### config.mk
export PLATFORM = sky130hd
export DESIGN_NAME = grind_timer_controller
export DESIGN_NICKNAME = d
export VERILOG_FILES = /design/src/gtc_pkg.sv /design/src/gtc_in_stage.sv /design/src/gtc_core.sv /design/src/gtc_out_stage.sv /design/src/grind_timer_controller.sv
export SDC_FILE = /design/constraint.sdc
export NUM_CORES = 1
export LEC_CHECK = 0
export BUFFER_PORTS_ARGS = -buffer_cell sky130_fd_sc_hd__buf_2
export CAP_MARGIN = 20
export CORE_MARGIN = 4
export CORE_UTILIZATION = 45
export CTS_CLUSTER_DIAMETER = 100
export DETAILED_ROUTE_END_ITERATION = 8
export PLACE_DENSITY = 0.63
export SKIP_CTS_REPAIR_TIMING = 1
export SYNTH_ARGS = -nofsm -noshare
export SYNTH_HDL_FRONTEND = slang
export SYNTH_HIERARCHICAL = 1
export SYNTH_SLANG_ARGS = --single-unit
### constraint.sdc
create_clock -name i_clk -period 4.74 [get_ports i_clk]
set_input_delay 0.948 -clock i_clk [delete_from_list [all_inputs] [get_ports i_clk]]
set_output_delay 0.948 -clock i_clk [all_outputs]
set_load 0.01 [all_outputs]
### src/gtc_pkg.sv
// ----------------------------------------------------------------------------
// gtc_pkg
// Shared types and constants for the grind timer controller.
// ----------------------------------------------------------------------------
package gtc_pkg;

    localparam int unsigned ITEM_DATA_W = 24;
    localparam int unsigned ITEM_USER_W = 2;
    localparam int unsigned RES_DATA_W  = 40;

    localparam logic [31:0] SINGLE_DEFAULT = 32'd9300;
    localparam logic [31:0] DOUBLE_DEFAULT = 32'd13700;
    localparam logic [31:0] WRAP_LIMIT     = 32'd100000;
    localparam logic [31:0] REMOTE_STEP    = 32'd100;

    localparam logic [1:0] MODE_TICK  = 2'd0;
    localparam logic [1:0] MODE_PLUS  = 2'd1;
    localparam logic [1:0] MODE_MINUS = 2'd2;
    localparam logic [1:0] MODE_PAGE  = 2'd3;

    typedef struct packed {
        logic [1:0]  mode;
        logic        grind_button;
        logic        up_button;
        logic        down_button;
        logic [15:0] elapsed_ms;
    } t_item;

    typedef struct packed {
        logic        grind_drive;
        logic        page_now;
        logic [31:0] time_ms;
        logic        redraw_req;
        logic        refresh_req;
        logic        save_strobe;
    } t_result;

    typedef struct packed {
        logic        grinding;
        logic        programming;
        logic        page;
        logic [31:0] cur_time;
        logic [31:0] single_time;
        logic [31:0] double_time;
        logic        prev_grind;
        logic        prev_up;
        logic        prev_down;
    } t_state;

endpackage

### src/gtc_in_stage.sv
// ----------------------------------------------------------------------------
// gtc_in_stage
// Input register holding one accepted item until the core takes it.
// ----------------------------------------------------------------------------
module gtc_in_stage (
    input  logic           i_clk,
    input  logic           i_rst_n,
    input  logic           i_valid,
    output logic           o_ready,
    input  gtc_pkg::t_item i_item,
    input  logic           i_take,
    output logic           o_valid,
    output gtc_pkg::t_item o_item
);

    logic           r_valid;
    gtc_pkg::t_item r_item;

    assign o_ready = !r_valid || i_take;
    assign o_valid = r_valid;
    assign o_item  = r_item;

    always_ff @(posedge i_clk) begin
        if (!i_rst_n) begin
            r_valid <= 1'b0;
        end else if (o_ready) begin
            r_valid <= i_valid;
        end
    end

    always_ff @(posedge i_clk) begin
        if (o_ready && i_valid) begin
            r_item <= i_item;
        end
    end

endmodule

### src/gtc_core.sv
// ----------------------------------------------------------------------------
// gtc_core
// Controller state and the per-item decision chain.
// ----------------------------------------------------------------------------
module gtc_core (
    input  logic             i_clk,
    input  logic             i_rst_n,
    input  logic             i_fire,
    input  gtc_pkg::t_item   i_item,
    output gtc_pkg::t_result o_result
);

    gtc_pkg::t_state r_st;
    gtc_pkg::t_state n_st;

    always_comb begin
        logic        g;
        logic        u;
        logic        d;
        logic        none;
        logic [31:0] dec;
        logic        redraw;
        logic        refresh;
        logic        save;

        g       = i_item.grind_button;
        u       = i_item.up_button;
        d       = i_item.down_button;
        none    = !g && !u && !d;
        dec     = r_st.cur_time - {16'd0, i_item.elapsed_ms};
        redraw  = 1'b0;
        refresh = 1'b0;
        save    = 1'b0;
        n_st    = r_st;

        case (i_item.mode)
            gtc_pkg::MODE_TICK: begin
                if (g && !r_st.prev_grind && (u ^ d) && !r_st.programming) begin
                    n_st.programming = 1'b1;
                    n_st.cur_time    = 32'd0;
                end else if (r_st.programming && none && (r_st.prev_up || r_st.prev_down)) begin
                    n_st.programming = 1'b0;
                    if (!r_st.page) begin
                        n_st.single_time = r_st.cur_time;
                    end else begin
                        n_st.double_time = r_st.cur_time;
                    end
                    save   = 1'b1;
                    redraw = 1'b1;
                end else if (r_st.programming && g) begin
                    n_st.grinding = 1'b1;
                    n_st.cur_time = r_st.cur_time + {16'd0, i_item.elapsed_ms};
                    refresh       = 1'b1;
                end else if (r_st.programming) begin
                    n_st.grinding = 1'b0;
                end else if (g && (r_st.cur_time != 32'd0) && !u && !d) begin
                    if (dec > gtc_pkg::WRAP_LIMIT) begin
                        n_st.cur_time = 32'd0;
                        n_st.grinding = 1'b0;
                        redraw        = 1'b1;
                    end else begin
                        n_st.cur_time = dec;
                        n_st.grinding = 1'b1;
                        refresh       = 1'b1;
                    end
                end else if (!r_st.grinding && none && (r_st.prev_up || r_st.prev_down)) begin
                    n_st.page     = !r_st.page;
                    n_st.cur_time = r_st.page ? r_st.single_time : r_st.double_time;
                    redraw        = 1'b1;
                end else if (none && r_st.prev_grind && (r_st.cur_time == 32'd0)) begin
                    n_st.cur_time = r_st.page ? r_st.double_time : r_st.single_time;
                    redraw        = 1'b1;
                end else begin
                    n_st.grinding    = 1'b0;
                    n_st.programming = 1'b0;
                end
                n_st.prev_grind = g;
                n_st.prev_up    = u;
                n_st.prev_down  = d;
            end
            gtc_pkg::MODE_PLUS: begin
                n_st.cur_time = r_st.cur_time + gtc_pkg::REMOTE_STEP;
                refresh       = 1'b1;
            end
            gtc_pkg::MODE_MINUS: begin
                n_st.cur_time = r_st.cur_time - gtc_pkg::REMOTE_STEP;
                refresh       = 1'b1;
            end
            default: begin
                n_st.page     = !r_st.page;
                n_st.cur_time = r_st.page ? r_st.single_time : r_st.double_time;
                redraw        = 1'b1;
            end
        endcase

        o_result.grind_drive = n_st.grinding;
        o_result.page_now    = n_st.page;
        o_result.time_ms     = n_st.cur_time;
        o_result.redraw_req  = redraw;
        o_result.refresh_req = refresh;
        o_result.save_strobe = save;
    end

    always_ff @(posedge i_clk) begin
        if (!i_rst_n) begin
            r_st.grinding    <= 1'b0;
            r_st.programming <= 1'b0;
            r_st.page        <= 1'b0;
            r_st.cur_time    <= gtc_pkg::SINGLE_DEFAULT;
            r_st.single_time <= gtc_pkg::SINGLE_DEFAULT;
            r_st.double_time <= gtc_pkg::DOUBLE_DEFAULT;
            r_st.prev_grind  <= 1'b0;
            r_st.prev_up     <= 1'b0;
            r_st.prev_down   <= 1'b0;
        end else if (i_fire) begin
            r_st <= n_st;
        end
    end

endmodule

### src/gtc_out_stage.sv
// ----------------------------------------------------------------------------
// gtc_out_stage
// Result register between the core and the output stream.
// ----------------------------------------------------------------------------
module gtc_out_stage (
    input  logic             i_clk,
    input  logic             i_rst_n,
    input  logic             i_load,
    input  gtc_pkg::t_result i_result,
    input  logic             i_ready,
    output logic             o_space,
    output logic             o_valid,
    output gtc_pkg::t_result o_result
);

    logic             r_valid;
    gtc_pkg::t_result r_result;

    assign o_space  = !r_valid || i_ready;
    assign o_valid  = r_valid;
    assign o_result = r_result;

    always_ff @(posedge i_clk) begin
        if (!i_rst_n) begin
            r_valid <= 1'b0;
        end else if (o_space) begin
            r_valid <= i_load;
        end
    end

    always_ff @(posedge i_clk) begin
        if (i_load) begin
            r_result <= i_result;
        end
    end

endmodule

### src/grind_timer_controller.sv
// ----------------------------------------------------------------------------
// grind_timer_controller
// Grinder timer: button ticks and remote actions in, motor level, page,
// time and screen requests out.
//
//   channel  dir  tdata                                   tuser
//   s_axis   in   grind, up, down, elapsed_ms             mode
//   m_axis   out  drive, page, time_ms, redraw, refresh,  -
//                 save
//
// One item per cycle sustained while the output takes every result; an item is
// held in the input register, then its result in the result register, before
// the result is offered on m_axis.
// Synchronous active-low reset restores the default shot times and page.
// A stalled output holds its result while one more item waits in the
// input register; the core advances only when the result register is free.
// ----------------------------------------------------------------------------
module grind_timer_controller (
    input  logic                              i_clk,
    input  logic                              i_rst_n,
    input  logic                              s_axis_tvalid,
    output logic                              s_axis_tready,
    // grind_button, up_button, down_button, elapsed_ms[15:0], zero pad
    input  logic [gtc_pkg::ITEM_DATA_W-1:0]   s_axis_tdata,
    // mode[1:0]
    input  logic [gtc_pkg::ITEM_USER_W-1:0]   s_axis_tuser,
    output logic                              m_axis_tvalid,
    input  logic                              m_axis_tready,
    // grind_drive, page_now, time_ms[31:0], redraw_req, refresh_req,
    // save_strobe, zero pad
    output logic [gtc_pkg::RES_DATA_W-1:0]    m_axis_tdata
);

    gtc_pkg::t_item   in_item;
    gtc_pkg::t_item   held_item;
    gtc_pkg::t_result core_result;
    gtc_pkg::t_result out_result;
    logic             held_valid;
    logic             out_space;
    logic             fire;

    assign in_item.mode         = s_axis_tuser;
    assign in_item.grind_button = s_axis_tdata[0];
    assign in_item.up_button    = s_axis_tdata[1];
    assign in_item.down_button  = s_axis_tdata[2];
    assign in_item.elapsed_ms   = s_axis_tdata[18:3];

    assign fire = held_valid && out_space;

    gtc_in_stage u_in (
        .i_clk   (i_clk),
        .i_rst_n (i_rst_n),
        .i_valid (s_axis_tvalid),
        .o_ready (s_axis_tready),
        .i_item  (in_item),
        .i_take  (fire),
        .o_valid (held_valid),
        .o_item  (held_item)
    );

    gtc_core u_core (
        .i_clk    (i_clk),
        .i_rst_n  (i_rst_n),
        .i_fire   (fire),
        .i_item   (held_item),
        .o_result (core_result)
    );

    gtc_out_stage u_out (
        .i_clk    (i_clk),
        .i_rst_n  (i_rst_n),
        .i_load   (fire),
        .i_result (core_result),
        .i_ready  (m_axis_tready),
        .o_space  (out_space),
        .o_valid  (m_axis_tvalid),
        .o_result (out_result)
    );

    assign m_axis_tdata = {3'd0,
                           out_result.save_strobe,
                           out_result.refresh_req,
                           out_result.redraw_req,
                           out_result.time_ms,
                           out_result.page_now,
                           out_result.grind_drive};

endmodule

After elaboration in Yosys (flattened, before gate mapping) --
Cells that the tools add are included.
Storage, ports and cells: bits in registers 162, output and inout port bits 42, word-level logic and storage cells 122
Cells by class: add/subtract/negate cells 4, magnitude comparators 1, equal/unequal tests 3, mux-type cells 50, bitwise operators 4, reductions and logical operators 38
Operators by type and width (number):
- $mux 32 | 8
- $pmux 32 s3 | 1
- $mux 34 | 2
- $mux 33 | 1
- $add 32x16->32 | 1
- $add 32x7->32 const B | 1
- $gt 32x17->1 const B | 1
- $logic_not 32->1 | 1
- $reduce_bool 32->1 | 1
- $sub 32x16->32 | 1
- $sub 32x7->32 const B | 1
- $mux 1 | 24
- $mux 2 | 11
- $logic_and 1x1->1 | 17
- $reduce_and 5->1 | 2
- $logic_not 1->1 | 9
- $pmux 1 s2 | 3
- $reduce_or 2->1 | 2
- $logic_or 1x1->1 | 3
- $ne 3x1->1 const B | 1
- $not 1->1 | 3
- $reduce_and 3->1 | 1
- $eq 2x1->1 const B | 1
- $eq 2x2->1 const B | 1
- 3 further kinds | 3

Logic depth before layout (Yosys ltp) --
Gate-level depths: netlist (run 1).
word-level depth 20, gate-level depth with buffers 15, mapped depth without buffers 14

Modules after synthesis --
The synthesis (run 1) kept the hierarchy.
By module, submodules not included:
- gtc_core | instances 1, cells each 1495, area each 10675.2 µm²
- gtc_out_stage | instances 1, cells each 41, area each 1159.9 µm²
- gtc_in_stage | instances 1, cells each 26, area each 688.2 µm²
- grind_timer_controller | instances 1, cells each 5, area each 32.5 µm²

Worst setup path after synthesis (run 1) --
Ideal clock, no wire load.
path type register to register, start register u_in.r_item, in the netlist u_in/o_item[19], end register u_out.r_result, in the netlist u_out/o_result[31] (data pin), setup time 270 ps, arrival time 4075 ps, data required time 4470 ps, setup slack 394 ps, stages on the path, launching flop included 15, period minus slack after synthesis 4346 ps, cells stage by stage edfxtp_1 -> inv_1 -> ha_1 -> inv_1 -> ha_1 -> a21o_1 -> a221oi_1 -> o32ai_1 -> a2111oi_0 -> or4_1 -> a21oi_1 -> o41ai_1 -> xnor2_1 -> a21oi_1 -> a21oi_1
RTL lines:
- start, declared | RTL line gtc_in_stage.sv:17 | gtc_pkg::t_item r_item;
- start signal, assigned | RTL line gtc_in_stage.sv:33 | r_item <= i_item;
- end signal, assigned | RTL line gtc_out_stage.sv:33 | r_result <= i_result;
- end, declared | RTL line gtc_out_stage.sv:17 | gtc_pkg::t_result r_result;

==> flow_metrics.env, run 1 <==
export IMPL_path_clk_slew_ns=0.08
export IMPL_vias=12670
export IMPL_synth_commonest_cells="216 x nand2_1, 110 x a21oi_1, 109 x nor2_1, 104 x dfxtp_1, 93 x clkbuf_1"
export IMPL_ys_seq_area_frac=0.3045
export IMPL_cts_buffer_depth=2
export IMPL_io_pins=72
export IMPL_synth_distinct_cells=94
export IMPL_grt_overflow=0
export IMPL_fin_area_sq_um=14170
export IMPL_gp_congestion=0.9548
export IMPL_yosysTopAreaCell="dfxtp_1"
export IMPL_layout_area_overhead_vs_synth_pct=12.83
export IMPL_fin_skew_ns=0.01449
export IMPL_grt_max_degree=56
export IMPL_synth_cells=1567
export IMPL_slew_violations=0
export IMPL_die_area_sq_um=30640
export IMPL_synth_mux_area_fraction=0.03767
export IMPL_viasPerCell=6.326
export IMPL_initial_utilization=0.4620
export IMPL_worst_ep_arrival_time_ns=4.67
export IMPL_multi_input_area_sq_um=8068
export IMPL_cp_end_kind="flip-flop"
export IMPL_rsz0062_at_grt="false"
export IMPL_synth_main_ff_cell="dfxtp_1"
export IMPL_layout_min_cycle_time_ns=4.446
export IMPL_drive_above_1_share=0.1313
export IMPL_synth_fa_ha_area_frac=0.06756
export IMPL_synth_edf_count=58
export IMPL_final_nets=1713
export IMPL_post_route_drc_count=0
export IMPL_port_buffers=63
export IMPL_power_leakage_uw=0.005450
export IMPL_cts_htree_levels=4
export IMPL_grt_pass1_vias=11860
export IMPL_yosys_area_share_simple=0.2131
export IMPL_yosysMostFrequentCell="nand2_1"
export IMPL_cts_sinks=162
export IMPL_async_reset_ff_frac=0
export IMPL_place_area_sq_um=13510
export IMPL_setup_tns_ns=0
export IMPL_grt_pass1_wl_mm=69.80
export IMPL_diodes=0
export IMPL_finalHoldViolCount=0
export IMPL_synth_top_family_by_area="compound AO/OA/AOI/OAI gates"
export IMPL_ys_seq_elements=162
export IMPL_yosys_warnings=6
export IMPL_worstMarginPinSlew_ns=1.019
export IMPL_cp_start_kind="flip-flop"
export IMPL_power_density_nw_per_um2=312.8
export IMPL_finalSetupViolCount=0
export IMPL_syn_mean_instance_area_sq_um=8.013
export IMPL_die_y_um=175.0
export IMPL_maxCapViolations=0
export IMPL_ant_nets=0
export IMPL_first_pass_iters=7
export IMPL_required_ns=4.97
export IMPL_drtIter0Drc=1786
export IMPL_rows=60
export IMPL_fmax_mhz=224.9
export IMPL_gr_usage_all_layers=0.2900
export IMPL_drt_total_wl_mm=45.08
export IMPL_period_share=0.9380
export IMPL_antenna_found_initial=0
export IMPL_wl_per_cell_um=22.52
export IMPL_core_sq_um=27180
export IMPL_fillerInstances=2648
export IMPL_cts_tree="yes"
export IMPL_die_x_um=175.0
export IMPL_crit_fanout=9
export IMPL_relSlewSlack=0.3197
export IMPL_synthXorXnorAreaFrac=0.03837
export IMPL_min_path_type="reg2reg"
export IMPL_yosysTopAreaCellShare=0.1658
export IMPL_regArea_sq_um=3825
export IMPL_clockRootBuffer="clkbuf_16"
export IMPL_syn_cell_area_sq_um=12560
export IMPL_status="finished clean"
export IMPL_synth_compound_area_frac=0.2821
export IMPL_critPathKind="reg2reg"
export IMPL_synth_area_leaders="dfxtp_1 17%, edfxtp_1 14%, nand2_1 6.5%, ha_1 6.3%, a21oi_1 4.4%"
export IMPL_worst_ir_drop_vdd_v=0.0002450
export IMPL_clock_latency_ns=0.44
export IMPL_dp_hpwl_mm=31.74
export IMPL_cts_buffers_inserted=17
==> worst paths after layout <==
check,start,endpoint,slack (ns),cells past startpoint
max,u_in/o_item[5],u_out/o_result[2],0.29,14
min,u_core/r_st[30],u_core/r_st[30],0.48,2
max reg2reg,u_in/o_item[5],u_out/o_result[2],0.29,14
min reg2reg,u_core/r_st[30],u_core/r_st[30],0.48,2
==> sequential cells by signal, indices dropped and copies added, names as in the netlist <==
name,flops
u_in/o_item,21
u_in/o_valid,1
u_core/r_st,102
u_out/o_valid,1
u_out/o_result,37
==> layer usage <==
metal | vias to the layer above | part of all wire | GRT usage
met5 | - | 0 | 0
met4 | 0 | 0.038 | 0.1126
met3 | 114 | 0.11 | 0.06859
met2 | 700 | 0.43 | 0.4342
met1 | 5971 | 0.43 | 0.4052
li1 | 5880 | - | -
==> cells in the final DEF, fill, tap and decap left out, drive strengths merged, types with 23 or more instances in the layout <==
master / n
buf: 142
nor3: 36
nand2: 216
xor2: 24
dfxtp: 104
nor2: 109
inv: 72
o22ai: 29
a21boi: 66
nand3: 43
o21ai: 87
xnor2: 31
edfxtp: 58
a21o: 23
ha: 63
a21oi: 110
mux2i: 45
==> cells by family (layout without fill, tap and decap cells) <==
logic type | Yosys count | count (layout)
multiplexers | 47 | 47
other | 1 | 3
buffers and inverters | 176 | 237
adder cells (fa/ha/maj) | 66 | 66
XOR/XNOR | 55 | 55
flip-flops | 162 | 162
AND/OR/NAND/NOR | 548 | 548
AO/OA/AOI/OAI | 512 | 512
==> critical path, stage by stage (launching register included) <==
cell and delay (ns):
edfxtp_1 0.36, inv_1 0.05, ha_1 0.49, nand3_1 0.12, o22ai_1 0.37, o31ai_1 0.19
a211oi_1 0.65, nand2b_1 0.24, xor2_1 0.11, a311oi_1 0.60, nor4_4 0.09, buf_4 0.19
buf_4 0.15, o311a_1 0.32, a21oi_1 0.29
==> cell type report <==
cell class / instances / share of cell area
multi-input cells: 1231 / 0.5695
flip-flops and latches: 162 / 0.2700
repair buffers: 142 / 0.06589
well taps: 372 / 0.03286
clock buffers: 19 / 0.03206
inverters: 63 / 0.01669
clock inverters: 13 / 0.01298
==> stage by stage <==
| stage | std cells | hold WS, ns | setup slack, ns | power [uW] | utilization |
|---|---|---|---|---|---|
| after global routing | 2002 | 0.5021 | 0.04038 | 4630 | 0.5213 |
| final | 2002 | 0.4832 | 0.2938 | 4432 | 0.5213 |
| after floorplan | 1569 | 0.4517 | 0.3944 | 2480 | - |
| after detailed placement | 1968 | 0.4733 | 0.3398 | 2879 | 0.4970 |
| after global placement | 1968 | 0.4651 | 0.3008 | 2875 | 0.4970 |
| after CTS | 2000 | 0.4825 | 0.3077 | 4416 | 0.5204 |
==> power by group <==
| group | switching, uW | internal [uW] | leakage, uW |
|---|---|---|---|
| Sequential | 43.1 | 1520 | 0.00140 |
| Combinational | 833 | 496 | 0.00374 |
| Clock | 658 | 883 | 0.000311 |
| Total | 1530 | 2900 | 0.00545 |
Note: power is estimated with default switching activity, not from simulation.
==> run 2, diff against run 1 <==
clock period = 4.5 ns   (was 4.74 ns; I/O delays follow)
==> run 2 against run 1 <==
  * Sequential share of layout area is 0.16 points lower
  * Maximum frequency is 2.3% higher
  * Clock skew shrank 0.0015 ns
  * Non-clock buffer count rose by 17
  * Critical path depth unchanged
  * Power increased by 3.4%
  * Global-route usage about the same
  * Critical path type unchanged
  * Largest power group unchanged
==> flow_metrics.env, run 2 (same netlist as run 1, synthesis figures left out) <==
export IMPL_status="finished clean"
export IMPL_antenna_found_initial=0
export IMPL_port_buffers=63
export IMPL_cts_htree_levels=4
export IMPL_cts_buffer_depth=2
export IMPL_p_sw_uw=1693
export IMPL_grt_max_degree=45
export IMPL_drive_above_1_share=0.1433
export IMPL_cts_tree="yes"
export IMPL_worst_ep_arrival_time_ns=4.73
export IMPL_io_pins=72
export IMPL_fin_skew_ns=0.01299
export IMPL_finalPower_uw=4581
export IMPL_initial_utilization=0.4620
export IMPL_path_cells="ha_1 -> inv_1 -> fa_1 -> a21oi_1 -> o22ai_1 -> o31ai_2 -> a21oi_1 -> mux2i_1 -> nor4b_1 -> a311oi_2 -> or4_4 -> o31ai_1 -> buf_4 -> o21ba_1"
export IMPL_ant_nets=0
export IMPL_worst_ir_drop_vdd_v=0.0002571
export IMPL_clkPwrFrac=0.327
export IMPL_slew_violations=0
export IMPL_power_density_nw_per_um2=321.5
export IMPL_finalHoldViolCount=0
export IMPL_grt_pass1_vias=11790
export IMPL_cp_end_kind="flip-flop"
export IMPL_p_comb_frac=0.315
export IMPL_cts_sinks=162
export IMPL_rsz0062_at_grt="false"
export IMPL_drtIter0Drc=1775
export IMPL_finalSetupViolCount=0
export IMPL_switching_share=0.3695
export IMPL_clock_latency_ns=0.45
export IMPL_path_clk_slew_ns=0.08
export IMPL_layout_common_cells="216 x nand2_1, 110 x a21oi_1, 109 x nor2_1"
export IMPL_period_share=0.9659
export IMPL_maxCapViolations=0
export IMPL_cp_start_kind="flip-flop"
export IMPL_seq_power_share=0.358
export IMPL_holdWs_ns=0.4812
export IMPL_final_nets=1730
export IMPL_fmax_mhz=230.1
export IMPL_relSlewSlack=0.3058
export IMPL_core_sq_um=27180
export IMPL_cts_buffers_inserted=17
export IMPL_regMostFlops="u_core/r_st"
export IMPL_vias=12780
export IMPL_viasPerCell=6.327
export IMPL_grt_overflow=0
export IMPL_diodes=0
export IMPL_first_pass_iters=6
export IMPL_critPathKind="reg2reg"
export IMPL_gp_congestion=0.9381
export IMPL_crit_fanout=3
export IMPL_power_leakage_uw=0.005509
export IMPL_die_x_um=175.0
export IMPL_largest_reg_flops=102
export IMPL_die_y_um=175.0
export IMPL_post_route_drc_count=0
export IMPL_min_path_type="reg2reg"
export IMPL_drt_total_wl_mm=45.70
export IMPL_critPathMostFrequentCell="a21oi_1"
export IMPL_wl_per_cell_um=22.63
export IMPL_layout_area_overhead_vs_synth_pct=13.49
export IMPL_cp_slowest_stage_delay_ns=0.62
export IMPL_layout_min_cycle_time_ns=4.346
export IMPL_grt_pass1_wl_mm=69.78
export IMPL_worstMarginPinSlew_ns=1.040
export IMPL_layout_commonest_cell="nand2_1"
export IMPL_p_int_uw=2889
export IMPL_critical_path_slowest_cell="or4_4"
export IMPL_die_area_sq_um=30640
export IMPL_rows=60
export IMPL_required_ns=4.88
export IMPL_clockRootBuffer="clkbuf_16"
export IMPL_gr_usage_all_layers=0.2901
export IMPL_dp_hpwl_mm=32.32
run 2: cell count changes in the layout (fill, tap and decap cells not counted), sizes merged:
cell,change
buf,+17
clkinv,+4
bufinv,-3
inv,+2
clkinvlp,-1
clkbuf,-2
run 2: critical path: cells and delay by family (launching register included):
kind	cells	cell delay, ns
flip-flops	1	0.40
buffers and inverters	2	0.23
adder cells (fa/ha/maj)	2	0.46
multiplexers	1	0.21
AO/OA/AOI/OAI	7	1.86
AND/OR/NAND/NOR	2	1.12
run 2: cell type report:
type                       instances  area [sq um]
clock inverter                    15         158.9
clock buffer                      17         425.4
multi-input combinational       1231          8090
sequential                       162          3825
tap                              372         465.4
timing repair buffer             159          1049
fill                            2640         12930
inverter                          63         236.5
run 2: power groups by stage:
stage	Clock, uW	Sequential (uW)	Combinational, uW
6_report	1500	1640	1440
5_1_grt	1580	1650	1550
4_1_cts	1520	1640	1400
3_5_place_dp	0	1670	1390
3_3_place_gp	0	1670	1380
2_1_floorplan	0	1700	915
run 2: routing by layer:
metal | GRT usage | part of all wire
met1 | 0.4107 | 0.43
met5 | 0 | 0
met2 | 0.4256 | 0.42
met3 | 0.06318 | 0.11
met4 | 0.1257 | 0.041
run 2: final timing paths:
path                                 startpoint              end  slack, ns  cells past startpoint
worst max-delay path             u_in/o_item[0]  u_core/r_st[75]       0.15                     14
worst min-delay path            u_core/r_st[36]  u_core/r_st[36]       0.48                      2
worst max register to register   u_in/o_item[0]  u_core/r_st[75]       0.15                     14
worst min register to register  u_core/r_st[36]  u_core/r_st[36]       0.48                      2
run 2: through the flow:
step / setup WS, ns / util / cell area [sq um] / setup TNS [ns] / cells
6_report: 0.1537 / 0.5244 / 14250 / 0 / 2019
5_1_grt: 0.01070 / 0.5244 / 14250 / 0 / 2019
4_1_cts: -0.03371 / 0.5233 / 14220 / -0.03371 / 2019
3_5_place_dp: -0.005556 / 0.5018 / 13640 / -0.005556 / 1987
3_3_place_gp: 0.06933 / 0.5018 / 13640 / 0 / 1987
2_1_floorplan: 0.1544 / - / 12560 / 0 / 1569
